**config.mk**
```make
export PLATFORM = sky130hd
export DESIGN_NAME = vfcm_ctrl
export DESIGN_NICKNAME = d
export VERILOG_FILES = /design/src/sv/voxel_face_culling_mesher_defines.svh /design/src/sv/vfcm_pkg.sv /design/src/sv/vfcm_ctrl.sv
export SDC_FILE = /design/constraint.sdc
export NUM_CORES = 1
export LEC_CHECK = 0
export BUFFER_PORTS_ARGS = -buffer_cell sky130_fd_sc_hd__clkbuf_2
export CAP_MARGIN = 10
export CORE_AREA = 2 2 39 41
export CTS_CLUSTER_SIZE = 12
export DETAILED_ROUTE_END_ITERATION = 6
export DIE_AREA = 0 0 41 43
export GPL_TIMING_DRIVEN = 0
export PLACE_DENSITY_LB_ADDON = 0.08
export RECOVER_POWER = 50
export SLEW_MARGIN = 20
export SYNTH_ARGS = -nofsm -noshare
export SYNTH_HDL_FRONTEND = slang
export SYNTH_SLANG_ARGS = --single-unit
```
**constraint.sdc**
```tcl
create_clock -name clk_i -period 1.33 [get_ports clk_i]
set_input_delay 0.1995 -clock clk_i [delete_from_list [all_inputs] [get_ports clk_i]]
set_output_delay 0.1995 -clock clk_i [all_outputs]
set_load 0.05 [all_outputs]
```
**src/sv/voxel_face_culling_mesher_defines.svh**
```systemverilog
// assertion macros for the voxel mesher
`ifndef VOXEL_FACE_CULLING_MESHER_DEFINES_SVH
`define VOXEL_FACE_CULLING_MESHER_DEFINES_SVH

`ifndef SYNTHESIS
`define VFCM_ASSERT_AT(label, clk, rstn, prop, msg) \
  label: assert property (@(posedge clk) disable iff (!rstn) prop) else $error(msg);
`define VFCM_ASSERT(label, prop, msg) \
  `VFCM_ASSERT_AT(label, clk_i, rst_ni, prop, msg)
`else
`define VFCM_ASSERT_AT(label, clk, rstn, prop, msg)
`define VFCM_ASSERT(label, prop, msg)
`endif

`endif

```
**src/sv/vfcm_pkg.sv**
```systemverilog
package vfcm_pkg;

  localparam int CHUNK_EDGE_DEF = 16;

  localparam int COORD_W  = 4;
  localparam int BLOCK_W  = 5;
  localparam int QUAD_W   = 5;
  localparam int DIR_W    = 3;
  localparam int VBASE_W  = 17;
  localparam int CFG_IDX_W = 2;

  localparam int NUM_FACES = 6;

  localparam logic [VBASE_W-1:0] VERTS_PER_QUAD = VBASE_W'(4);

  // configuration register indexes
  localparam logic [CFG_IDX_W-1:0] CFG_AIR   = CFG_IDX_W'(0);
  localparam logic [CFG_IDX_W-1:0] CFG_WATER = CFG_IDX_W'(1);

  localparam logic [BLOCK_W-1:0] AIR_RST   = BLOCK_W'(0);
  localparam logic [BLOCK_W-1:0] WATER_RST = BLOCK_W'(9);

  // face direction codes
  localparam logic [DIR_W-1:0] FACE_PZ = DIR_W'(0);
  localparam logic [DIR_W-1:0] FACE_NZ = DIR_W'(1);
  localparam logic [DIR_W-1:0] FACE_PX = DIR_W'(2);
  localparam logic [DIR_W-1:0] FACE_NX = DIR_W'(3);
  localparam logic [DIR_W-1:0] FACE_PY = DIR_W'(4);
  localparam logic [DIR_W-1:0] FACE_NY = DIR_W'(5);

  typedef struct packed {
    logic clear_step;
    logic take;
    logic center;
    logic scan;
    logic emit;
  } ctrl_cmd_t;

  typedef struct packed {
    logic clear_done;
    logic mesh_go;
    logic solid;
    logic scan_done;
    logic any_face;
    logic emit_last;
    logic out_free;
  } ctrl_sts_t;

  // origin corner offsets per face
  function automatic logic corner_dx(logic [DIR_W-1:0] d);
    return (d == FACE_NZ) || (d == FACE_PX);
  endfunction

  function automatic logic corner_dy(logic [DIR_W-1:0] d);
    return (d == FACE_PY);
  endfunction

  function automatic logic corner_dz(logic [DIR_W-1:0] d);
    return (d == FACE_PZ) || (d == FACE_NX) || (d == FACE_NY);
  endfunction

endpackage

```
**src/sv/vfcm_ctrl.sv**
```systemverilog
module vfcm_ctrl (
  input  logic                clk_i,
  input  logic                rst_ni,
  input  logic                in_valid_i,
  output logic                in_stall_o,
  input  vfcm_pkg::ctrl_sts_t sts_i,
  output vfcm_pkg::ctrl_cmd_t cmd_o
);

  localparam logic [2:0] S_CLEAR  = 3'd0;
  localparam logic [2:0] S_IDLE   = 3'd1;
  localparam logic [2:0] S_CENTER = 3'd2;
  localparam logic [2:0] S_SCAN   = 3'd3;
  localparam logic [2:0] S_EMIT   = 3'd4;

  logic [2:0] state_q, state_d;

  assign in_stall_o = (state_q != S_IDLE);

  always_comb begin
    state_d          = state_q;
    cmd_o            = '0;
    unique case (state_q)
      S_CLEAR: begin
        cmd_o.clear_step = 1'b1;
        if (sts_i.clear_done) state_d = S_IDLE;
      end
      S_IDLE: begin
        cmd_o.take = in_valid_i;
        if (in_valid_i && sts_i.mesh_go) state_d = S_CENTER;
      end
      S_CENTER: begin
        cmd_o.center = 1'b1;
        state_d = sts_i.solid ? S_SCAN : S_IDLE;
      end
      S_SCAN: begin
        cmd_o.scan = 1'b1;
        if (sts_i.scan_done) state_d = sts_i.any_face ? S_EMIT : S_IDLE;
      end
      S_EMIT: begin
        cmd_o.emit = sts_i.out_free;
        if (sts_i.out_free && sts_i.emit_last) state_d = S_IDLE;
      end
      default: state_d = S_IDLE;
    endcase
  end

  always_ff @(posedge clk_i or negedge rst_ni) begin
    if (!rst_ni) begin
      state_q <= S_CLEAR;
    end else begin
      state_q <= state_d;
    end
  end

endmodule

```
==> impl_summary.txt <==
----------------------------------------------------
[Run status]
  Run status ... finished, violations left
  Failing checks ... negative setup slack

[Floorplan]
  Die area ... 1760 µm²
  Top-level port count ... 16
  Chip Width ... between 40 and 50 µm
  Row count ... 14
  DIE HEIGHT ... 43 µm
  Core Area ... about 1400 µm²
  Effective utilization at floorplan ... 16.2%

[Final layout]
  Regs by FF count ... state_q: 3 flops
  Max reg flops ... 3
  Highest-count cells in the layout ignoring fill and taps ... clkbuf_2, buf_6, clkbuf_4, buf_8, buf_4
  Nets ... 64
  Share of layout cells above drive strength 1 ... between 60% and 70%
  Filler cell count in the final layout ... between 100 and 150
  Most common cell after layout, fill and taps aside ... clkbuf_2
  Diodes inserted ... 0
  Reg with most FFs ... state_q
  Final core utilization ... 38.2%
  Final instance count without filler cells ... 69
  Area growth syn-to-layout ... 136%

[Placement]
  Gpl congestion ... 0.679
  Total placed cells including tap cells ... 57
  Buffers on Ports ... 15

[GRT]
  First-pass GRT wire length ... 1.24 mm
  Global route overflow ... 0
  Gr usage total ... 10.6%
  Number of global-route vias before repair ... around 280
  Pin count of the biggest net entering global routing ... 11
  Number of antenna violations at the first check in global routing ... 0

[Pwr]
  Sequential fraction of design power ... 10.5%
  Static leakage power ... roughly 0.25 nW
  Internal power summed over all cells ... 0.743 mW
  Sw Share ... 45.2%
  Net switching component of the power ... 0.613 mW
  Clock share of power ... 11.7%
  Power density cells ... 2570 nW/µm²
  Combinational share of power ... 77.9%
  VDD IR-drop max ... 1060 µV
  Power Total ... about 1.4 mW

[Setup path]
  Timing endpoint of the critical path ... cmd_o[3]
  Reg2reg start ... state_q[0]$_DFFE_PN0P_
  Critical path fanouts, max ... 3
  Crit. End Element ... output port
  Arrival time at the worst endpoint ... 1280 ps
  Critical R2R Capture ... state_q[2]$_DFFE_PN0P_
  Type of origin of the critical path ... flop
  Count of cells along the worst register-to-register path ... 6
  Kind of critical path ... reg -> out
  Required time at the worst-slack endpoint ... 1130 ps
  Worst reg2reg setup slack ... -10 ps
  Timing startpoint of the critical path ... state_q[2]$_DFFE_PN0P_

[Detailed routing]
  Count of antenna-violating nets left after detailed routing ... 0
  Average wire length per cell after detail routing ... 10.7 µm
  Number of detailed-route iterations in the first pass ... 2
  Post-detailed-route via-to-cell ratio ... roughly 4.2
  Overall via count from detail_route ... roughly 290
  Detailed router's first-iteration violation count ... 1
  Sum of routed wire length over all layers ... 741 µm
  DR DRC count ... 0

[STA]
  Max transition margin ... 83.9%
  Final worst clock skew ... 3.05 ps
  Total negative slack ... -653 ps
  Hold Violations, Final ... 0
  Transition time at the pin with the least slew margin ... roughly 240 ps
  Final worst path period need ... 1480 ps
  Finish-stage setup viols ... 7
  Post-Route Hold Slack ... ~240 ps
  Number of max-slew violations in the final report ... 0
  Final worst path period share ... 111%
  Maximum clock rate ... around 670 MHz
  Setup repair after global routing missed its margin ... yes
  Final setup slack of the worst path ... -153 ps

[CTS]
  Htree depth ... 1
  Root Driver ... clkbuf_4
  Register clock-pin slew on the reported worst setup and hold paths ... 30 ps
  Number of buffers created by CTS ... 3
  Number of clock sinks ... 3
  Maximum buffer depth of the clock tree ... 2
  CTS tree ... yes
  Skew-Pair Late Insertion Delay ... 230 ps

[Logic synthesis]
  Synthesized-area fraction occupied by ao, oa, aoi and oai cells ... a little under an eighth
  Largest family of logic cells by synthesized area ... simple AND/OR/NAND/NOR gates
  Mean post-synth cell area ... 8.61 µm²
  Adder-Cell Fraction of Synth Area ... 0%
  Basic-gate share of the synthesized area counting and, or, nand and nor cells ... 44.7%
  Unique cell type count in the Yosys netlist ... 21
  Mapped Nets ... 36
  Number of flip-flops and latches in the synthesized netlist ... 3
  Post-Synthesis Cell Area ... 224 µm²
  Post-Synth XOR/XNOR Area ... 0%
  Seq/Total Area, Yosys ... 33.5%
  Multiplexer share of the synthesized area ... 0%
  Total of warnings raised by yosys ... 0
  Number of standard cells after synthesis ... 26

[Hold path]
  Type of the most critical hold path ... in -> reg

[Flow run]
  Maximum capacitance violations ... 0

----------------------------------------------------
## cells in the mapped netlist
cell	instances	area (µm²)
dfrtp_1	3	75.1
a21oi_1	2	10.0
nand2_1	2	7.51
nor3_1	2	10.0
a31o_1	1	8.76
and3_1	1	6.26
and3_2	1	7.51
and3b_1	1	8.76
buf_4	1	7.51
buf_6	1	11.3
inv_1	1	3.75
nand2b_1	1	6.26
nand3_1	1	5.00
nand3b_1	1	7.51
nand4b_1	1	8.76
nor2_1	1	3.75
nor2_2	1	6.26
nor3b_1	1	7.51
nor4_1	1	6.26
o211ai_1	1	7.51
or2_4	1	8.76
## worst max-delay path: stages, from the launching register on
cell and delay [ps]:
dfrtp_2 410, nand2b_4 150, or2_4 260, nor2_4 90, buf_8 150
## metrics by stage
step | cell area, µm² | setup slack, ps
2_1_floorplan | 246 | -42.0
3_3_place_gp | 342 | -72.3
3_5_place_dp | 342 | -99.5
4_1_cts | 479 | -177
5_1_grt | 528 | -202
6_report | 528 | -153
## cell type report
class	instances	area [µm²]	area share, %
well taps	16	20.0	3.79
multi-input cells	20	168	31.8
repair buffers	23	211	40.0
inverters	1	3.75	0.711
plain buffers	2	22.5	4.27
clock buffers	4	26.3	4.98
flip-flops and latches	3	76.3	14.5
## repair_timing
item | in CTS | in global routing
hold buffers | 1 | 0
gates resized for setup | 16 | 9
hold endpoints to repair | 3 | 0
endpoints found under the setup margin | 6 | 6
setup buffers | 5 | 2
pin swaps | 3 | 2
## layer usage
metal	share of wire [%]	global-route usage, %	up-vias
met5	0	0	-
met4	0	8.00	0
met3	5.7	3.14	0
met2	52	13.4	11
met1	42	14.3	132
li1	-	-	146
## how the worst min path moves through the flow
| stage | depth (start not counted) | end | from |
|---|---|---|---|
| detailed placement | 1 | state_q[2]$_DFFE_PN0P_ | rst_ni |
| global route | 2 | state_q[2]$_DFFE_PN0P_ | sts_i[2] |
| floorplan | 0 | state_q[0]$_DFFE_PN0P_ | rst_ni |
| CTS | 2 | state_q[2]$_DFFE_PN0P_ | sts_i[2] |
| finish | 2 | state_q[2]$_DFFE_PN0P_ | sts_i[2] |
| global placement | 1 | state_q[0]$_DFFE_PN0P_ | rst_ni |
## cells by family (layout without fill, tap and decap cells)
group,count (synthesis),in the layout
compound gates,4,4
simple gates,16,16
flops,3,3
buf+inv,3,30
## power by group through the flow
stage	registers, mW	logic [mW]	clock network [mW]
2_1_floorplan	0.142	0.558	0
3_3_place_gp	0.146	0.678	0
3_5_place_dp	0.146	0.683	0
4_1_cts	0.142	0.900	0.165
5_1_grt	0.145	1.11	0.172
6_report	0.142	1.06	0.158
Power figures use the tool's default switching activity.
